### src/hw/rtl/pvd_pkg.sv
// ----------------------------------------------------------------------------
// pvd_pkg
// Shared types and constants of the pixel value differencing pair embedder.
// ----------------------------------------------------------------------------
`default_nettype none

package pvd_pkg;

  // Default depth of the message bit buffer.
  localparam int unsigned BUFFER_BITS = 64;

  // Depth of the queue between the front and back parts.
  localparam int unsigned QUEUE_DEPTH = 2;

  // Request operation codes.
  typedef enum logic {
    OP_APPEND = 1'b0,
    OP_EMBED  = 1'b1
  } opcode_e;

  // Result status codes.
  typedef enum logic [2:0] {
    ST_EMBEDDED = 3'd0,
    ST_COMPLETE = 3'd1,
    ST_PASS     = 3'd2,
    ST_BYTE_OK  = 3'd3,
    ST_OVERFLOW = 3'd4
  } status_e;

  // A classified request as the front part hands it to the back part.
  typedef struct packed {
    opcode_e    opcode;
    logic [7:0] message_byte;
    logic       message_end;
    logic [7:0] first_value;
    logic [7:0] second_value;
    logic       first_ge;   // first_value >= second_value
    logic [7:0] diff;       // absolute difference of the pair
    logic [2:0] nbits;      // bits the difference range carries
    logic [7:0] base;       // lower bound of the difference range
  } cls_t;

endpackage

`default_nettype wire

### src/hw/rtl/pvd_req_if.sv
// ----------------------------------------------------------------------------
// pvd_req_if
// Request channel of the embedder: valid/ready handshake and request fields.
// ----------------------------------------------------------------------------
`default_nettype none

interface pvd_req_if;
  logic       valid;
  logic       ready;
  logic       opcode;
  logic [7:0] message_byte;
  logic       message_end;
  logic [7:0] first_value;
  logic [7:0] second_value;

  modport source (
    output valid, opcode, message_byte, message_end, first_value, second_value,
    input  ready
  );

  modport sink (
    input  valid, opcode, message_byte, message_end, first_value, second_value,
    output ready
  );
endinterface

`default_nettype wire

### src/hw/rtl/pvd_rsp_if.sv
// ----------------------------------------------------------------------------
// pvd_rsp_if
// Result channel of the embedder: valid/ready handshake and result fields.
// ----------------------------------------------------------------------------
`default_nettype none

interface pvd_rsp_if;
  logic       valid;
  logic       ready;
  logic [7:0] new_first;
  logic [7:0] new_second;
  logic [2:0] bits_used;
  logic [2:0] status;

  modport source (
    output valid, new_first, new_second, bits_used, status,
    input  ready
  );

  modport sink (
    input  valid, new_first, new_second, bits_used, status,
    output ready
  );
endinterface

`default_nettype wire

### src/hw/rtl/pvd_pair_embedder_core.sv
// ----------------------------------------------------------------------------
// pvd_pair_embedder_core
// Pixel value differencing embedder for pairs of 8-bit channel values.
// ----------------------------------------------------------------------------
// Send message bytes (opcode 0) and channel pairs (opcode 1) on req_i; every
// request gives exactly one result on rsp_o, in order. While rsp_o is not
// stalled the block sustains one request per clock: the front part classifies
// a pair by its difference range in the accepting cycle, a two-entry queue
// decouples it from the back part, and the back part updates the message bit
// buffer once per request, then moves the pair values in a second register
// stage. A request passes through the queue, the buffer-step register and the
// output register; the single bit buffer update per request sets this rate.
`default_nettype none

module pvd_pair_embedder_core #(
  parameter int unsigned BufferBits = pvd_pkg::BUFFER_BITS
) (
  input  logic       clk_i,
  input  logic       rst_ni,
  pvd_req_if.sink    req_i,
  pvd_rsp_if.source  rsp_o
);

  logic          push;
  logic          pop;
  logic          full;
  logic          empty;
  pvd_pkg::cls_t cls;
  pvd_pkg::cls_t head;

  // Front part: handshake and range classification.
  pvd_front u_front (
    .req_i  (req_i),
    .full_i (full),
    .push_o (push),
    .cls_o  (cls)
  );

  // Queue between the parts.
  pvd_queue u_queue (
    .clk_i       (clk_i),
    .rst_ni      (rst_ni),
    .push_i      (push),
    .push_data_i (cls),
    .full_o      (full),
    .pop_i       (pop),
    .empty_o     (empty),
    .head_o      (head)
  );

  // Back part: bit buffer, embedding and results.
  pvd_back #(
    .BufferBits (BufferBits)
  ) u_back (
    .clk_i   (clk_i),
    .rst_ni  (rst_ni),
    .empty_i (empty),
    .head_i  (head),
    .pop_o   (pop),
    .rsp_o   (rsp_o)
  );

endmodule

`default_nettype wire

### src/hw/rtl/pvd_front.sv
// ----------------------------------------------------------------------------
// pvd_front
// Accepts requests and classifies channel pairs by their difference range.
// ----------------------------------------------------------------------------
`default_nettype none

module pvd_front (
  pvd_req_if.sink         req_i,
  input  logic            full_i,
  output logic            push_o,
  output pvd_pkg::cls_t   cls_o
);

  logic       first_ge;
  logic [7:0] diff;
  logic [2:0] nbits;
  logic [7:0] base;

  // A request is taken whenever the queue has room.
  assign req_i.ready = !full_i;
  assign push_o      = req_i.valid && !full_i;

  // Absolute difference of the pair.
  assign first_ge = req_i.first_value >= req_i.second_value;
  assign diff     = first_ge ? (req_i.first_value - req_i.second_value)
                             : (req_i.second_value - req_i.first_value);

  // Range lookup: the top set bit of the difference selects the range.
  always_comb begin
    priority if (diff[7]) begin
      nbits = 3'd7;
      base  = 8'd128;
    end else if (diff[6]) begin
      nbits = 3'd6;
      base  = 8'd64;
    end else if (diff[5]) begin
      nbits = 3'd5;
      base  = 8'd32;
    end else if (diff[4]) begin
      nbits = 3'd4;
      base  = 8'd16;
    end else if (diff[3]) begin
      nbits = 3'd3;
      base  = 8'd8;
    end else begin
      nbits = 3'd3;
      base  = 8'd0;
    end
  end

  // Pack the classified request.
  always_comb begin
    cls_o.opcode       = pvd_pkg::opcode_e'(req_i.opcode);
    cls_o.message_byte = req_i.message_byte;
    cls_o.message_end  = req_i.message_end;
    cls_o.first_value  = req_i.first_value;
    cls_o.second_value = req_i.second_value;
    cls_o.first_ge     = first_ge;
    cls_o.diff         = diff;
    cls_o.nbits        = nbits;
    cls_o.base         = base;
  end

endmodule

`default_nettype wire

### src/hw/rtl/pvd_queue.sv
// ----------------------------------------------------------------------------
// pvd_queue
// Short first-in first-out queue of classified requests between front and back.
// ----------------------------------------------------------------------------
`default_nettype none

module pvd_queue (
  input  logic            clk_i,
  input  logic            rst_ni,
  input  logic            push_i,
  input  pvd_pkg::cls_t   push_data_i,
  output logic            full_o,
  input  logic            pop_i,
  output logic            empty_o,
  output pvd_pkg::cls_t   head_o
);

  localparam int unsigned Depth = pvd_pkg::QUEUE_DEPTH;
  localparam int unsigned PtrW  = (Depth > 1) ? $clog2(Depth) : 1;
  localparam int unsigned CntW  = $clog2(Depth + 1);

  pvd_pkg::cls_t entries_q [Depth];
  logic [PtrW-1:0] wr_ptr_q, wr_ptr_d;
  logic [PtrW-1:0] rd_ptr_q, rd_ptr_d;
  logic [CntW-1:0] cnt_q, cnt_d;

  assign full_o  = cnt_q == CntW'(Depth);
  assign empty_o = cnt_q == '0;
  assign head_o  = entries_q[rd_ptr_q];

  // Pointer and fill count update, wrapping at the queue depth.
  always_comb begin
    wr_ptr_d = wr_ptr_q;
    rd_ptr_d = rd_ptr_q;
    cnt_d    = cnt_q;
    if (push_i) begin
      wr_ptr_d = (wr_ptr_q == PtrW'(Depth - 1)) ? '0 : wr_ptr_q + 1'b1;
    end
    if (pop_i) begin
      rd_ptr_d = (rd_ptr_q == PtrW'(Depth - 1)) ? '0 : rd_ptr_q + 1'b1;
    end
    if (push_i && !pop_i) begin
      cnt_d = cnt_q + 1'b1;
    end else if (pop_i && !push_i) begin
      cnt_d = cnt_q - 1'b1;
    end
  end

  always_ff @(posedge clk_i or negedge rst_ni) begin
    if (!rst_ni) begin
      wr_ptr_q <= '0;
      rd_ptr_q <= '0;
      cnt_q    <= '0;
    end else begin
      wr_ptr_q <= wr_ptr_d;
      rd_ptr_q <= rd_ptr_d;
      cnt_q    <= cnt_d;
    end
  end

  // Entry storage needs no reset.
  always_ff @(posedge clk_i) begin
    if (push_i) begin
      entries_q[wr_ptr_q] <= push_data_i;
    end
  end

endmodule

`default_nettype wire

### src/hw/rtl/pvd_back.sv
// ----------------------------------------------------------------------------
// pvd_back
// Holds the message bit buffer, embeds bits into pairs and drives results.
// ----------------------------------------------------------------------------
`default_nettype none

module pvd_back #(
  parameter int unsigned BufferBits = pvd_pkg::BUFFER_BITS
) (
  input  logic            clk_i,
  input  logic            rst_ni,
  input  logic            empty_i,
  input  pvd_pkg::cls_t   head_i,
  output logic            pop_o,
  pvd_rsp_if.source       rsp_o
);

  localparam int unsigned CntW = $clog2(BufferBits + 1);

  // Work of one request after the buffer step, before the value moves.
  typedef struct packed {
    logic [7:0]       first;
    logic [7:0]       second;
    logic             up1;     // first value moves up
    logic [7:0]       a1;      // steps for the first value
    logic [7:0]       a2;      // steps for the second value
    logic [2:0]       used;
    pvd_pkg::status_e status;
  } ex_t;

  typedef struct packed {
    logic [7:0] val;
    logic [7:0] rem;
  } mv_t;

  // Move a value by up to n steps toward 255 or 0; report the leftover steps.
  function automatic mv_t move_clamped(logic [7:0] v, logic up, logic [7:0] n);
    logic [7:0] room;
    logic [7:0] step;
    mv_t        res;
    room    = up ? (8'd255 - v) : v;
    step    = (n < room) ? n : room;
    res.val = up ? (v + step) : (v - step);
    res.rem = n - step;
    return res;
  endfunction

  // Buffer state: oldest bit at the top of the vector.
  logic [BufferBits-1:0] bits_q, bits_d;
  logic [CntW-1:0]       count_q, count_d;
  logic                  end_rcv_q, end_rcv_d;
  logic                  done_q, done_d;
  logic                  final_bit_q, final_bit_d;

  logic ex_valid_q;
  ex_t  ex_q, ex_d;
  logic out_valid_q;
  logic adv_out, ex_free;

  logic [7:0] out_first_q, out_second_q;
  logic [2:0] out_used_q;
  logic [2:0] out_status_q;

  // Pipeline flow control.
  assign adv_out = !out_valid_q || rsp_o.ready;
  assign ex_free = !ex_valid_q || adv_out;
  assign pop_o   = !empty_i && ex_free;

  // Buffer step: append a byte or take the bits for one pair.
  always_comb begin
    logic [CntW:0]  sum;
    logic           overflow;
    logic           short_field;
    logic           pass;
    logic [6:0]     win;
    logic [6:0]     hv;
    logic [2:0]     used;
    logic [7:0]     target;
    logic [7:0]     delta;
    logic           shrink;
    logic [8:0]     half_up;

    bits_d      = bits_q;
    count_d     = count_q;
    end_rcv_d   = end_rcv_q;
    done_d      = done_q;
    final_bit_d = final_bit_q;

    sum         = {1'b0, count_q} + (CntW + 1)'(8);
    overflow    = end_rcv_q || (sum > (CntW + 1)'(BufferBits));
    short_field = count_q < CntW'(head_i.nbits);
    pass        = done_q || (count_q == '0) || (short_field && !end_rcv_q);

    // Next seven bits in order, padded with the last message bit.
    for (int i = 0; i < 7; i++) begin
      win[6 - i] = (CntW'(i) < count_q) ? bits_q[BufferBits - 1 - i] : final_bit_q;
    end
    hv      = win >> (3'd7 - head_i.nbits);
    used    = short_field ? count_q[2:0] : head_i.nbits;
    target  = head_i.base | {1'b0, hv};
    shrink  = head_i.diff >= target;
    delta   = shrink ? (head_i.diff - target) : (target - head_i.diff);
    half_up = {1'b0, delta} + 9'd1;

    ex_d.first  = head_i.first_value;
    ex_d.second = head_i.second_value;
    ex_d.up1    = 1'b0;
    ex_d.a1     = '0;
    ex_d.a2     = '0;
    ex_d.used   = '0;
    ex_d.status = pvd_pkg::ST_PASS;

    if (pop_o) begin
      unique case (head_i.opcode)
        pvd_pkg::OP_APPEND: begin
          if (overflow) begin
            ex_d.status = pvd_pkg::ST_OVERFLOW;
          end else begin
            bits_d  = bits_q | ({head_i.message_byte, {(BufferBits - 8){1'b0}}} >> count_q);
            count_d = sum[CntW-1:0];
            if (head_i.message_end) begin
              end_rcv_d   = 1'b1;
              final_bit_d = head_i.message_byte[0];
            end
            ex_d.status = pvd_pkg::ST_BYTE_OK;
          end
        end
        pvd_pkg::OP_EMBED: begin
          if (!pass) begin
            bits_d      = bits_q << used;
            count_d     = count_q - CntW'(used);
            ex_d.used   = used;
            ex_d.up1    = shrink ? !head_i.first_ge : head_i.first_ge;
            ex_d.a1     = half_up[8:1];
            ex_d.a2     = {1'b0, delta[7:1]};
            if (end_rcv_q && (count_q == CntW'(used))) begin
              done_d      = 1'b1;
              ex_d.status = pvd_pkg::ST_COMPLETE;
            end else begin
              ex_d.status = pvd_pkg::ST_EMBEDDED;
            end
          end
        end
        default: ;
      endcase
    end
  end

  always_ff @(posedge clk_i or negedge rst_ni) begin
    if (!rst_ni) begin
      bits_q      <= '0;
      count_q     <= '0;
      end_rcv_q   <= 1'b0;
      done_q      <= 1'b0;
      final_bit_q <= 1'b0;
      ex_valid_q  <= 1'b0;
      out_valid_q <= 1'b0;
    end else begin
      bits_q      <= bits_d;
      count_q     <= count_d;
      end_rcv_q   <= end_rcv_d;
      done_q      <= done_d;
      final_bit_q <= final_bit_d;
      if (ex_free) begin
        ex_valid_q <= pop_o;
      end
      if (adv_out) begin
        out_valid_q <= ex_valid_q;
      end
    end
  end

  always_ff @(posedge clk_i) begin
    if (pop_o) begin
      ex_q <= ex_d;
    end
  end

  // Value moves: split change, then spill what one side could not take.
  mv_t m1, m2, m3;
  logic [7:0] fin_first, fin_second;

  always_comb begin
    m1         = move_clamped(ex_q.first, ex_q.up1, ex_q.a1);
    m2         = move_clamped(ex_q.second, !ex_q.up1, ex_q.a2);
    fin_first  = m1.val;
    fin_second = m2.val;
    m3         = m2;
    if (m1.rem != '0) begin
      m3         = move_clamped(m2.val, !ex_q.up1, m1.rem);
      fin_second = m3.val;
    end else if (m2.rem != '0) begin
      m3         = move_clamped(m1.val, ex_q.up1, m2.rem);
      fin_first  = m3.val;
    end
  end

  // Output register.
  always_ff @(posedge clk_i) begin
    if (adv_out && ex_valid_q) begin
      out_first_q  <= fin_first;
      out_second_q <= fin_second;
      out_used_q   <= ex_q.used;
      out_status_q <= ex_q.status;
    end
  end

  assign rsp_o.valid      = out_valid_q;
  assign rsp_o.new_first  = out_first_q;
  assign rsp_o.new_second = out_second_q;
  assign rsp_o.bits_used  = out_used_q;
  assign rsp_o.status     = out_status_q;

endmodule

`default_nettype wire

### src/flat_wrapper.sv
// flat-port wrapper written by rule: the top's interface ports become plain ports
module pvd_pair_embedder_core_flat 
#(
  parameter int unsigned BufferBits = pvd_pkg::BUFFER_BITS
)
  (clk_i, rst_ni, req_i_valid, req_i_opcode, req_i_message_byte, req_i_message_end, req_i_first_value, req_i_second_value, req_i_ready, rsp_o_valid, rsp_o_new_first, rsp_o_new_second, rsp_o_bits_used, rsp_o_status, rsp_o_ready);
  pvd_req_if req_i_i ();
  pvd_rsp_if rsp_o_i ();
  input  logic clk_i;
  input  logic rst_ni;
  input wire logic [$bits(req_i_i.valid)-1:0] req_i_valid;
  input wire logic [$bits(req_i_i.opcode)-1:0] req_i_opcode;
  input wire logic [$bits(req_i_i.message_byte)-1:0] req_i_message_byte;
  input wire logic [$bits(req_i_i.message_end)-1:0] req_i_message_end;
  input wire logic [$bits(req_i_i.first_value)-1:0] req_i_first_value;
  input wire logic [$bits(req_i_i.second_value)-1:0] req_i_second_value;
  output wire logic [$bits(req_i_i.ready)-1:0] req_i_ready;
  output wire logic [$bits(rsp_o_i.valid)-1:0] rsp_o_valid;
  output wire logic [$bits(rsp_o_i.new_first)-1:0] rsp_o_new_first;
  output wire logic [$bits(rsp_o_i.new_second)-1:0] rsp_o_new_second;
  output wire logic [$bits(rsp_o_i.bits_used)-1:0] rsp_o_bits_used;
  output wire logic [$bits(rsp_o_i.status)-1:0] rsp_o_status;
  input wire logic [$bits(rsp_o_i.ready)-1:0] rsp_o_ready;
  assign req_i_i.valid = req_i_valid;
  assign req_i_i.opcode = req_i_opcode;
  assign req_i_i.message_byte = req_i_message_byte;
  assign req_i_i.message_end = req_i_message_end;
  assign req_i_i.first_value = req_i_first_value;
  assign req_i_i.second_value = req_i_second_value;
  assign req_i_ready = req_i_i.ready;
  assign rsp_o_valid = rsp_o_i.valid;
  assign rsp_o_new_first = rsp_o_i.new_first;
  assign rsp_o_new_second = rsp_o_i.new_second;
  assign rsp_o_bits_used = rsp_o_i.bits_used;
  assign rsp_o_status = rsp_o_i.status;
  assign rsp_o_i.ready = rsp_o_ready;
  pvd_pair_embedder_core #(.BufferBits(BufferBits)) u_core (.clk_i(clk_i), .rst_ni(rst_ni), .req_i(req_i_i), .rsp_o(rsp_o_i));
endmodule
### config.mk
export PLATFORM = sky130hd
export DESIGN_NAME = pvd_pair_embedder_core_flat
export DESIGN_NICKNAME = d
export VERILOG_FILES = /design/src/hw/rtl/pvd_pkg.sv /design/src/hw/rtl/pvd_req_if.sv /design/src/hw/rtl/pvd_rsp_if.sv /design/src/hw/rtl/pvd_pair_embedder_core.sv /design/src/hw/rtl/pvd_front.sv /design/src/hw/rtl/pvd_queue.sv /design/src/hw/rtl/pvd_back.sv /design/src/flat_wrapper.sv
export SDC_FILE = /design/constraint.sdc
export NUM_CORES = 1
export LEC_CHECK = 0
export BUFFER_PORTS_ARGS = -buffer_cell sky130_fd_sc_hd__buf_2
export CAP_MARGIN = 20
export CORE_ASPECT_RATIO = 2
export CORE_UTILIZATION = 55
export CTS_BUF_LIST = sky130_fd_sc_hd__clkbuf_16
export CTS_CLUSTER_SIZE = 25
export DETAILED_ROUTE_END_ITERATION = 8
export PLACE_DENSITY = 0.83
export SYNTH_ARGS = -nofsm -noshare
export SYNTH_HDL_FRONTEND = slang
export SYNTH_SLANG_ARGS = --single-unit
### constraint.sdc
create_clock -name clk_i -period 13.4 [get_ports clk_i]
set_input_delay 2.68 -clock clk_i [delete_from_list [all_inputs] [get_ports clk_i]]
set_output_delay 2.68 -clock clk_i [all_outputs]
set_load 0.01 [all_outputs]
After elaboration in Yosys (flattened, before gate mapping)

Memory sizes are Yosys's and may differ from the RTL's.
Index checks and enable logic that the tools add are counted.

$add $sub $neg: 26
Multipliers: 0
Div/mod/pow operators: 0
Bitwise logic cells: 5
Magnitude comparators: 15
Reductions and logical operators: 29
Eq/ne operators: 4
Mux-type cells: 51
Shift operators: 3

Operators by type and width:

| operator              | count |
|---|---|
| $mux W8               | 18 |
| $mux W64              | 2 |
| $pmux W64 S2          | 1 |
| $sub A8 B8 Y8         | 10 |
| $or A64 B64 Y64       | 1 |
| $shl A64 B3 Y64       | 1 |
| $shr A64 B7 Y64       | 1 |
| $add A8 B8 Y8         | 4 |
| $lt A8 B8 Y1          | 4 |
| $sub A8 B8 Y8 const A | 4 |
| $lt A3 B7 Y1 const A  | 3 |
| $mux W3               | 7 |
| $mux W7               | 3 |
| $ge A8 B8 Y1          | 2 |
| $reduce_bool A8 Y1    | 2 |
| $lt A1 B7 Y1 const A  | 2 |
| $lt A2 B7 Y1 const A  | 2 |
| $pmux W7 S2           | 1 |
| $mux W1               | 13 |
| $add A8 B1 Y9 const B | 1 |
| $add A7 B4 Y8 const B | 1 |
| $gt A8 B7 Y1 const B  | 1 |
| $logic_not A1 Y1      | 8 |
| $or A8 B7 Y8          | 1 |
| 24 further kinds      | 40 |

Bits in registers: 141
Input port bits: 30
Memory bits (writable): 92
Logic and storage cells: 156
Output and inout port bits: 24
Latch bits: 0
Memory bits (read-only): 0
Memories kept: 1

Memories:

| name                     | words | bits a word | read ports | clocked after Yosys merged registers in | wr ports | line            | text |
|---|---|---|---|---|---|---|---|
| u_core.u_queue.entries_q | 2     | 46          | 1          | 0                                       | 1        | pvd_queue.sv:22 | `pvd_pkg::cls_t entries_q [Depth];` |

Depth between registers and ports, before layout

Gate-level depths: netlist (run 1).

Depth after elaboration: 14
Depth in mapped cells: 52
Mapped depth without buffers: 42

Cells and area by module

A second synthesis (run 1) with hierarchy kept.

Cell total of the unflattened synthesis: 1927
Area total of the unflattened synthesis: 18287.5 µm²

Modules (own cells, without submodules):

| module    | instances | area an instance (µm²) | sequential area each (µm²) | cells an instance |
|---|---|---|---|---|
| pvd_back  | 1         | 13489.2                | 3703.6                     | 1607 |
| pvd_queue | 1         | 3629.7                 | 2862.7                     | 159 |
| pvd_front | 1         | 1168.6                 | 0.0                        | 161 |

Worst setup path after synthesis (run 1)

OpenSTA, ideal clock, no wires.

Path type: reg-to-reg
Start point: reg u_core.u_back.ex_q[22] (netlist name)
End point: reg u_core.u_back.out_first_q[7], in the netlist u_core.u_back.rsp_o.new_first[7] (data pin)
Arrival time: 10.824 ns
Setup time: 0.264 ns
Cell stages (with the launch flop): 52
Buffers on the path: 11
Period minus slack after synthesis: 11.088 ns
Required time: 13.136 ns
Setup slack: 2.312 ns
Cell sequence: edfxtp_1 > buf_6 > buf_1 > buf_2 > buf_2 > buf_1 > clkbuf_1 > clkbuf_1 > xnor2_1 > ha_1 > and4_1 > a221o_1 > or2_1 > buf_2 > buf_1 > nand2_1 > a21boi_0 > inv_1 > [16 not listed] > a221oi_2 > clkbuf_1 > clkbuf_1 > mux2i_1 > inv_1 > ha_1 > or3_1 > and3_1 > ha_1 > a21oi_1 > o21bai_1 > a21oi_1 > o21bai_1 > a21oi_1 > xor2_1 > mux2i_1 > nor3_1 > xnor2_1

Word-level cells in the longest chain between the ends: 13
Elaborated cells on any way between the ends: 22
Classes of those cells: add/sub (7); order compare (3); mux (10); reduce/logical (2)

RTL lines:

| what                                                  | line            | text |
|---|---|---|
| start, declared                                       | pvd_back.sv:56  | `ex_t ex_q, ex_d;` |
| start signal, assigned                                | pvd_back.sv:175 | `ex_q <= ex_d;` |
| $mux W8                                               | pvd_back.sv:41  | `room = up ? (8'd255 - v) : v;` |
| $lt A8 B8 Y1                                          | pvd_back.sv:42  | `step = (n < room) ? n : room;` |
| $mux W8                                               | pvd_back.sv:42  |  |
| $sub A8 B8 Y8 / $add A8 B8 Y8 (equally long branches) | pvd_back.sv:43  | `res.val = up ? (v + step) : (v - step);` |
| $mux W8                                               | pvd_back.sv:43  |  |
| $sub A8 B8 Y8                                         | pvd_back.sv:41  |  |
| $mux W8                                               | pvd_back.sv:41  |  |
| $lt A8 B8 Y1                                          | pvd_back.sv:42  |  |
| $mux W8                                               | pvd_back.sv:42  |  |
| $sub A8 B8 Y8 / $add A8 B8 Y8 (equally long branches) | pvd_back.sv:43  |  |
| $mux W8                                               | pvd_back.sv:43  |  |
| $mux W8                                               | pvd_back.sv:192 | `end else if (m2.rem != '0) begin` |
| $mux W8 (*)                                           | pvd_back.sv:189 | `if (m1.rem != '0) begin` |
| via u_core.u_back.fin_first[7]                        | pvd_back.sv:181 | `logic [7:0] fin_first, fin_second;` |
| end signal, assigned                                  | pvd_back.sv:201 | `out_first_q <= fin_first;` |
| end, declared                                         | pvd_back.sv:60  | `logic [7:0] out_first_q, out_second_q;` |

The timed path passes the listed nets; every way through them passes the cells marked *.
A chain may end at the register's enable or synchronous reset.

Final worst setup path (run 1)

Start point: reg u_core.u_back.ex_q[22] (netlist name)
End point: reg u_core.u_back.out_second_q[7], in the netlist u_core.u_back.rsp_o.new_second[7] (data pin)

Word-level cells in the longest chain between the ends: 12
Elaborated cells on any way between the ends: 19
Classes of those cells: add/sub (6); order compare (3); mux (9); reduce/logical (1)

RTL lines:

| what                                                  | line            | text |
|---|---|---|
| $mux W8                                               | pvd_back.sv:41  |  |
| $lt A8 B8 Y1                                          | pvd_back.sv:42  |  |
| $mux W8                                               | pvd_back.sv:42  |  |
| $add A8 B8 Y8 / $sub A8 B8 Y8 (equally long branches) | pvd_back.sv:43  |  |
| $mux W8                                               | pvd_back.sv:43  |  |
| $sub A8 B8 Y8                                         | pvd_back.sv:41  |  |
| $mux W8                                               | pvd_back.sv:41  |  |
| $lt A8 B8 Y1                                          | pvd_back.sv:42  |  |
| $mux W8                                               | pvd_back.sv:42  |  |
| $add A8 B8 Y8 / $sub A8 B8 Y8 (equally long branches) | pvd_back.sv:43  |  |
| $mux W8                                               | pvd_back.sv:43  |  |
| $mux W8 (*)                                           | pvd_back.sv:189 |  |
| via u_core.u_back.fin_second[7]                       | pvd_back.sv:181 |  |
| end signal, assigned                                  | pvd_back.sv:202 | `out_second_q <= fin_second;` |
| end, declared                                         | pvd_back.sv:60  |  |

Marks and branches as above.

==> impl_metrics.toml, run 1 <==
[grt]
grt_pass1_wl_um = 77340
grt_util_all_layers_pct = 31.59
grt_max_degree = 89
gr-total-overflow = 0
grt_pass1_vias = 14950
antenna_found_initial = 0

[clocking]
post_cts_buffers = 0
cts_resized = 0
htree_levels = 1
numCtsBuffers = 22
holdBufCountCts = 0
cts_root_buf = "clkbuf_16"
cts_tree = "done"
clock_path_buffers = 3
path_clk_slew_ns = 0.07
insertion_delay_ns = 0.55
cts_sinks = 222

[timing]
fin_crit_sh_pct = 75.26
max_freq_ghz = 0.09916
hold_viol_final = 0
maxSlewViolCount = 0
tightest_slew_ns = 1.084
finClkSkew_ns = 0.03284
rsz0062_at_grt = "false"
setup_viol = 0
period_needed_ns = 10.08
setup_tns_ns = 0
maxSlewHeadroom_pct = 27.70

[critical_path]
cp.depth = 40
rr_startpoint = "u_core.u_back.ex_q[22]$_SDFFCE_PP0P_"
worst-path-buf-inv = 4
critPathMaxFanout = 49
rr_endpoint = "u_core.u_back.rsp_o.new_second[7]$_DFFE_PP_"
max_stage_delay_ns = 0.73
crit_path_end_kind = "flop"
crit_family = "compound AO/OA/AOI/OAI gates"
crit_type = "flop to flop"
rr_worst_depth = 40
crit_path_start = "u_core.u_back.ex_q[22]$_SDFFCE_PP0P_"
crit_slowest_cell = "nor2_1"
critPathCapture = "u_core.u_back.rsp_o.new_second[7]$_DFFE_PP_"
startpoint_type = "flop"
r2r_setup_slack_ns = 3.32
cp.required_ns = 13.67
cp_data_arrival_time_ns = 10.36

[die]
die_h_um = 251.1
die_w_um = 126.6
std_cell_rows = 90
dieArea_um2 = 31780
initial_utilization_pct = 56.33
coreArea_um2 = 30290
io_pins = 54

[logic_synthesis]
synth_nets = 1988
synth_edf_count = 142
synthDistinctLibCells = 79
avgSynthCellArea_um2 = 9.259
ys_seq_area_share_pct = 36.72
synth_area_um2 = 17060
yosys_warnings = 0
synth-seq-cells = 222
ys.flop_type = "edfxtp_1"
async_flop_share_pct = 36.04
postSynthCellCount = 1843

[job]
drv_cap = 0

[drt]
drt-total-wl_um = 49390
drc = 0
vias = 14460
avgRoutedWirePerCell_um = 22.12
drt_iter0_drc = 1004
drt-pass1-iter-count = 6
via_per_inst = 6.475
detail-route-antenna-nets = 0

[layout]
fin_area_um2 = 18380
antenna_cells = 0
layout-drive-gt1-share_pct = 10.08
fin_nets = 1995
nFillCells = 2527
syn_to_final_growth_pct = 7.699

[placed_design]
place.gp.congestion = 1.004
dp_hpwl_um = 36930
place_area_um2 = 17610
port_buffers = 53

[status]
run_status = "finished, final reports clean"

[hold_path]
worst_hold_startpoint = "u_core.u_back.ex_q[2]$_SDFFCE_PP0P_"
hold_class = "flop to flop"
## sequential cells by signal, indices dropped and copies added (netlist names)
signal	cells
u_core.u_back.count_q	7
u_core.u_back.final_bit_q	1
u_core.u_back.end_rcv_q	1
u_core.u_queue.cnt_q	2
u_core.u_back.rsp_o.new_first	8
u_core.u_back.bits_q	64
u_core.u_back.ex_q	38
u_core.u_back.ex_valid_q	1
u_core.u_queue.wr_ptr_q	1
u_core.u_back.rsp_o.new_second	8
u_core.u_back.done_q	1
u_core.u_queue.entries_q	82
u_core.u_queue.rd_ptr_q	1
u_core.u_back.rsp_o.status	3
u_core.u_back.rsp_o.bits_used	3
u_core.u_back.rsp_o.valid	1
## layout make-up
cell class / instances / area [um^2] / share of cell area, %
Multi-Input combinational cell: 1425 / 10080 / 54.85
Timing Repair Buffer: 74 / 425.4 / 2.315
Sequential cell: 222 / 6267 / 34.10
Inverter: 105 / 394.1 / 2.145
Clock buffer: 23 / 575.6 / 3.132
Tap cell: 368 / 460.4 / 2.505
Clock inverter: 16 / 175.2 / 0.9532
## per-stage QoR
stage	setup slack (ns)	hold slack, ns	util [%]	instances
2_1_floorplan	2.312	0.4003	-	1843
3_3_place_gp	3.704	0.4069	58.14	2192
3_5_place_dp	3.459	0.4081	58.14	2192
4_1_cts	3.356	0.4300	60.62	2231
5_1_grt	2.567	0.4499	60.67	2233
6_report	3.316	0.4370	60.67	2233
## worst min path at each step
stage                                                 endpoint  cells past startpoint
CTS                    u_core.u_back.rsp_o.status[0]$_DFFE_PP_                      0
global placement       u_core.u_back.rsp_o.status[2]$_DFFE_PP_                      0
global route           u_core.u_back.rsp_o.status[2]$_DFFE_PP_                      0
detailed placement     u_core.u_back.rsp_o.status[2]$_DFFE_PP_                      0
floorplan           u_core.u_back.rsp_o.bits_used[0]$_DFFE_PP_                      0
finish                 u_core.u_back.rsp_o.status[2]$_DFFE_PP_                      0
## cell usage after synthesis (4+ instances only)
cell,n,area (um^2)
and2_1,13,81.33
edfxtp_1,142,4264
o21ai_1,14,70.07
a21oi_1,128,640.6
and3_1,11,68.82
o22ai_1,14,87.58
fa_1,11,220.2
a21o_1,19,142.6
clkbuf_1,59,221.5
nand2b_1,18,112.6
nor3_1,42,210.2
a211oi_1,17,127.6
xnor2_1,67,586.8
buf_1,25,93.84
mux2_2,41,461.7
o31ai_1,5,37.54
mux2i_1,165,1652
o211a_1,4,40.04
o21ai_0,99,495.5
a31oi_1,73,456.7
dfrtp_1,80,2002
nand4_1,6,37.54
a21boi_0,6,45.04
nor2_1,124,465.5
buf_2,5,25.02
a311oi_1,6,52.55
o21a_1,9,67.56
nor4_1,4,25.02
xor2_1,36,315.3
inv_1,101,379.1
or2_2,5,31.28
o21bai_1,9,67.56
mux4_2,9,202.7
and4_1,5,43.79
nand2_1,220,825.8
nor2b_1,24,150.1
o211ai_1,12,90.09
or3_1,11,68.82
ha_1,104,1301
nand3_1,27,135.1
nand3b_1,4,30.03
o22a_1,9,78.83
## cells in the final DEF, fill, tap and decap left out, types with 13 or more instances in the layout
cell	Yosys	final
buf_2	5	52
edfxtp_1	142	142
nand2b_1	18	18
mux2_2	41	41
xor2_1	36	36
a31oi_1	73	73
nor2_1	124	122
a21o_1	19	19
a211oi_1	17	17
xnor2_1	67	67
dfrtp_1	80	79
o21ai_1	14	13
clkbuf_16	0	23
nor3_1	42	42
inv_1	101	102
nand2_1	220	220
o22ai_1	14	14
and2_1	13	13
ha_1	104	104
nor2b_1	24	24
nand3_1	27	27
buf_4	0	22
a21oi_1	128	128
o21ai_0	99	99
mux2i_1	165	164
## logic make-up (layout without fill, tap and decap cells)
kind of cell             count (synthesis)  count (layout)  synth area share, %
buffers and inverters                  196             218                4.399
AND/OR/NAND/NOR                        526             526                13.93
adder cells (fa/ha/maj)                116             116                8.975
AO/OA/AOI/OAI                          462             462                16.86
multiplexers                           216             216                13.64
flip-flops                             222             222                36.72
XOR/XNOR                               105             105                5.477
## layer usage
metal	vias to the layer above	routed length [um]	global-route usage, %
met3	240	2135	3.490
met5	-	0	0
met2	562	26720	60.87
li1	6707	-	-
met4	0	4785	27.95
met1	6949	15750	28.39
Power of run 1 is not shown: default switching activity piles up to over one toggle a cycle in this logic, so the estimate is an artifact.
==> inputs of run 2 (changes only) <==
--- a/config.mk
+++ b/config.mk
@@ -12,7 +12,7 @@
 export CTS_BUF_LIST = sky130_fd_sc_hd__clkbuf_16
 export CTS_CLUSTER_SIZE = 25
 export DETAILED_ROUTE_END_ITERATION = 8
-export PLACE_DENSITY = 0.83
+export PLACE_DENSITY = 0.86
 export SYNTH_ARGS = -nofsm -noshare
 export SYNTH_HDL_FRONTEND = slang
 export SYNTH_SLANG_ARGS = --single-unit
==> constraint.sdc (replaced) <==
create_clock -name clk_i -period 9.1 [get_ports clk_i]
set_input_delay 1.82 -clock clk_i [delete_from_list [all_inputs] [get_ports clk_i]]
set_output_delay 1.82 -clock clk_i [all_outputs]
set_load 0.01 [all_outputs]
==> impl_metrics.toml, run 2 (same netlist as run 1, synthesis figures left out) <==
[clocking]
cts_root_buf = "clkbuf_16"
clock_path_buffers = 3
path_clk_slew_ns = 0.07
insertion_delay_ns = 0.53
cts_tree = "done"
cts_sinks = 222
htree_levels = 1
numCtsBuffers = 22

[drt]
drt-total-wl_um = 50450
drt_iter0_drc = 1026
drc = 0
via_per_inst = 6.520
detail-route-antenna-nets = 0
drt-pass1-iter-count = 5
vias = 14700
avgRoutedWirePerCell_um = 22.37

[timing]
finClkSkew_ns = 0.02401
setup_viol = 0
fin_crit_sh_pct = 94.48
period_needed_ns = 8.598
tightest_slew_ns = 1.114
max_freq_ghz = 0.1163
maxSlewViolCount = 0
hold_viol_final = 0
maxSlewHeadroom_pct = 24.95

[placed_design]
port_buffers = 53
dp_hpwl_um = 37200
place.gp.congestion = 1.035

[grt]
antenna_found_initial = 0
grt_pass1_vias = 15030
grt_util_all_layers_pct = 32.19
grt_pass1_wl_um = 78920
grt_max_degree = 89
gr-total-overflow = 0

[layout]
mostFrequentLayoutCell = "nand2_1"
largest_reg_flops = 82
final_cell_mix = "nand2_1 (220), mux2i_1 (163), edfxtp_1 (142), nor2_1 (122), a21oi_1 (122)"
fin_nets = 2016
syn_to_final_growth_pct = 9.386
reg_top3 = "u_core.u_queue.entries_q (82), u_core.u_back.bits_q (64), u_core.u_back.ex_q (38)"
top_register = "u_core.u_queue.entries_q"
utilization_pct = 61.62
antenna_cells = 0
layout-drive-gt1-share_pct = 12.19

[status]
run_status = "finished, final reports clean"

[die]
die_w_um = 126.6
initial_utilization_pct = 56.33
std_cell_rows = 90
dieArea_um2 = 31780
die_h_um = 251.1
io_pins = 54
coreArea_um2 = 30290

[critical_path]
rr_worst_depth = 43
crit_path_end_kind = "flop"
crit_path_start = "u_core.u_back.ex_q[22]$_SDFFCE_PP0P_"
max_stage_delay_ns = 0.44
crit_slowest_cell = "a221o_2"
cp_data_arrival_time_ns = 8.87
r2r_setup_slack_ns = 0.50
cp.required_ns = 9.37
crit_top_cell = "o21bai_1"
critPathMaxFanout = 9
rr_startpoint = "u_core.u_back.ex_q[22]$_SDFFCE_PP0P_"
crit_type = "flop to flop"
startpoint_type = "flop"

[hold_path]
worst_hold_startpoint = "u_core.u_back.ex_q[2]$_SDFFCE_PP0P_"
hold_class = "flop to flop"
whs_path_depth = 0

[job]
drv_cap = 0
## run 2: worst max-delay path, delay by kind of cell (launching register included)
| family | cells | cell delay [ns] |
|---|---|---|
| simple gates | 5 | 1.09 |
| buf+inv | 6 | 0.78 |
| mux | 3 | 0.74 |
| fa+ha+maj | 6 | 1.45 |
| xor+xnor | 5 | 1.02 |
| flops | 1 | 0.38 |
| compound gates | 18 | 2.88 |
## run 2: layout make-up
class                   instances  area (um^2)
clock buffers                  23        575.6
clock inverters                17        108.9
fillers                      2495        11630
inverters                     105        394.1
multi-input cells            1425        10250
flip-flops and latches        222         6267
well taps                     368        460.4
repair buffers                 95        604.3
## run 2: timing repair
item                                   4_1_cts  5_1_grt
setup endpoints to repair                    0        2
hold buffers                                 0        0
buffers inserted                             0        6
endpoints found under the hold margin        0        0
gates resized for setup                      0       21
## run 2: stage by stage
stage	hold slack (ns)	instances	instance area [um^2]	setup slack (ns)	setup TNS, ns
after detailed placement	0.4296	2208	17800	0.1066	0
after CTS	0.4436	2248	18490	0.07380	0
final	0.4569	2255	18670	0.5021	0
after global routing	0.4554	2255	18670	-0.08198	-0.09657
after floorplan	0.4003	1843	17220	-0.1823	-0.1823
after global placement	0.4278	2208	17800	0.3568	0
## run 2: worst paths after layout
check / end
max: u_core.u_back.rsp_o.new_first[7]$_DFFE_PP_
min: u_core.u_back.rsp_o.status[2]$_DFFE_PP_
max reg2reg: u_core.u_back.rsp_o.new_first[7]$_DFFE_PP_
min reg2reg: u_core.u_back.rsp_o.status[2]$_DFFE_PP_
max in group asynchronous: u_core.u_queue.rd_ptr_q$_DFFE_PN0P_
min in group asynchronous: u_core.u_back.bits_q[49]$_DFFE_PN0P_
## run 2: layer usage
metal	global-route usage, %	vias to the layer above	part of all wire (%)
met4	28.16	0	9.7
met3	4.959	279	5.3
li1	-	6754	-
met1	28.66	7047	31
met5	0	-	0
met2	61.45	622	54
Power of run 2 is left out for the same reason.
==> inputs of run 3 (changes only) <==
--- a/config.mk
+++ b/config.mk
@@ -6,13 +6,13 @@
 export NUM_CORES = 1
 export LEC_CHECK = 0
 export BUFFER_PORTS_ARGS = -buffer_cell sky130_fd_sc_hd__buf_2
-export CAP_MARGIN = 20
 export CORE_ASPECT_RATIO = 2
 export CORE_UTILIZATION = 55
 export CTS_BUF_LIST = sky130_fd_sc_hd__clkbuf_16
 export CTS_CLUSTER_SIZE = 25
 export DETAILED_ROUTE_END_ITERATION = 8
 export PLACE_DENSITY = 0.86
+export RECOVER_POWER = 100
 export SYNTH_ARGS = -nofsm -noshare
 export SYNTH_HDL_FRONTEND = slang
 export SYNTH_SLANG_ARGS = --single-unit
==> constraint.sdc (replaced) <==
create_clock -name clk_i -period 9.1 [get_ports clk_i]
set_input_delay 1.82 -clock clk_i [delete_from_list [all_inputs] [get_ports clk_i]]
set_output_delay 1.82 -clock clk_i [all_outputs]
set_load 0.05 [all_outputs]
==> impl_metrics.toml, run 3 (same netlist as run 1, synthesis figures left out) <==
[status]
run_status = "finished, violations left"
failed_checks = "max-capacitance violations, max-slew violations"

[placed_design]
port_buffers = 53
place_area_um2 = 17800
place.gp.congestion = 1.035
dp_hpwl_um = 37200

[drt]
drt-pass1-iter-count = 6
drt_iter0_drc = 969
avgRoutedWirePerCell_um = 22.43
drc = 0
detail-route-antenna-nets = 0
drt-total-wl_um = 50560
vias = 14740
via_per_inst = 6.539

[layout]
utilization_pct = 61.18
fin_nets = 2015
layout-drive-gt1-share_pct = 9.173
reg_top3 = "u_core.u_queue.entries_q (82), u_core.u_back.bits_q (64), u_core.u_back.ex_q (38)"
final_cell_mix = "nand2_1 (220), mux2i_1 (163), edfxtp_1 (142), nor2_1 (122), a21oi_1 (122)"
largest_reg_flops = 82
syn_to_final_growth_pct = 8.608
fin_area_um2 = 18530
top_register = "u_core.u_queue.entries_q"
mostFrequentLayoutCell = "nand2_1"
antenna_cells = 0
nFillCells = 2543

[critical_path]
crit_slowest_cell = "a221o_2"
rr_worst_depth = 43
cp.required_ns = 9.38
cp_data_arrival_time_ns = 8.91
crit_path_start = "u_core.u_back.ex_q[22]$_SDFFCE_PP0P_"
crit_top_cell = "o21bai_1"
critPathMaxFanout = 9
max_stage_delay_ns = 0.44
startpoint_type = "flop"
crit_path_end_kind = "flop"
rr_startpoint = "u_core.u_back.ex_q[22]$_SDFFCE_PP0P_"
crit_type = "flop to flop"

[timing]
finClkSkew_ns = 0.02591
fin_crit_sh_pct = 94.88
hold_viol_final = 0
max_freq_ghz = 0.1158
maxSlewHeadroom_pct = -98.98
setup_viol = 0
maxSlewViolCount = 504
period_needed_ns = 8.634
tightest_slew_ns = 2.985

[die]
coreArea_um2 = 30290
die_h_um = 251.1
die_w_um = 126.6
io_pins = 54
initial_utilization_pct = 56.33
dieArea_um2 = 31780
std_cell_rows = 90

[clocking]
cts_root_buf = "clkbuf_16"
cts_tree = "done"
path_clk_slew_ns = 0.07
cts_sinks = 222
numCtsBuffers = 22
clock_path_buffers = 3
htree_levels = 1
insertion_delay_ns = 0.54

[job]
drv_cap = 11

[hold_path]
hold_class = "flop to flop"
whs_path_depth = 0
worst_hold_startpoint = "u_core.u_back.ex_q[2]$_SDFFCE_PP0P_"

[grt]
grt_max_degree = 89
grt_util_all_layers_pct = 32.19
grt_pass1_vias = 15030
antenna_found_initial = 0
grt_pass1_wl_um = 78920
gr-total-overflow = 0
## run 3: area by class of cell
| cell class | count | area, um^2 | share of cell area [%] |
|---|---|---|---|
| clock inverter | 17 | 108.9 | 0.5874 |
| multi-input combinational | 1425 | 10250 | 55.29 |
| clock buffer | 23 | 575.6 | 3.106 |
| timing repair buffer | 94 | 479.2 | 2.586 |
| sequential | 222 | 6267 | 33.82 |
| inverter | 105 | 394.1 | 2.127 |
| tap | 368 | 460.4 | 2.484 |
## run 3: path summary, 6_finish.rpt
check,endpoint,slack (ns)
worst max-delay path,u_core.u_back.rsp_o.new_first[7]$_DFFE_PP_,0.47
worst min-delay path,u_core.u_back.rsp_o.status[2]$_DFFE_PP_,0.45
worst max register to register,u_core.u_back.rsp_o.new_first[7]$_DFFE_PP_,0.47
worst min register to register,u_core.u_back.rsp_o.status[2]$_DFFE_PP_,0.45
max in group asynchronous,u_core.u_queue.rd_ptr_q$_DFFE_PN0P_,3.72
min in group asynchronous,u_core.u_back.bits_q[49]$_DFFE_PN0P_,1.93
## run 3: timing repair
item	4_1_cts	5_1_grt
setup buffers	0	6
setup endpoints to repair	0	2
resized for setup	0	21
hold buffers	0	0
## run 3: per-stage QoR
step           setup WS, ns  hold slack, ns  TNS (ns)  cells
2_1_floorplan       -0.1823          0.4003   -0.1823   1843
3_3_place_gp         0.3568          0.4278         0   2208
3_5_place_dp         0.1066          0.4296         0   2208
4_1_cts             0.07380          0.4436         0   2248
5_1_grt            -0.08199          0.4554   -0.1239   2254
6_report             0.4659          0.4518         0   2254
## run 3: metal layers
layer	routed length, um	track usage, %	vias up
met5	0	0	-
met4	5045	28.16	0
met3	2732	4.959	296
met2	27060	61.45	660
met1	15730	28.66	7028
li1	-	-	6754
## run 3: critical path, delay by kind of cell (launching register included)
kind,cells,cell delay [ns]
AOI/OAI and AO/OA,18,2.93
adders and majority gates,6,1.45
and+or+nand+nor,5,1.09
xor gates and xnor gates,5,1.03
buffers and inverters,6,0.78
muxes,3,0.74
DFF,1,0.38
Power of run 3 is left out for the same reason.
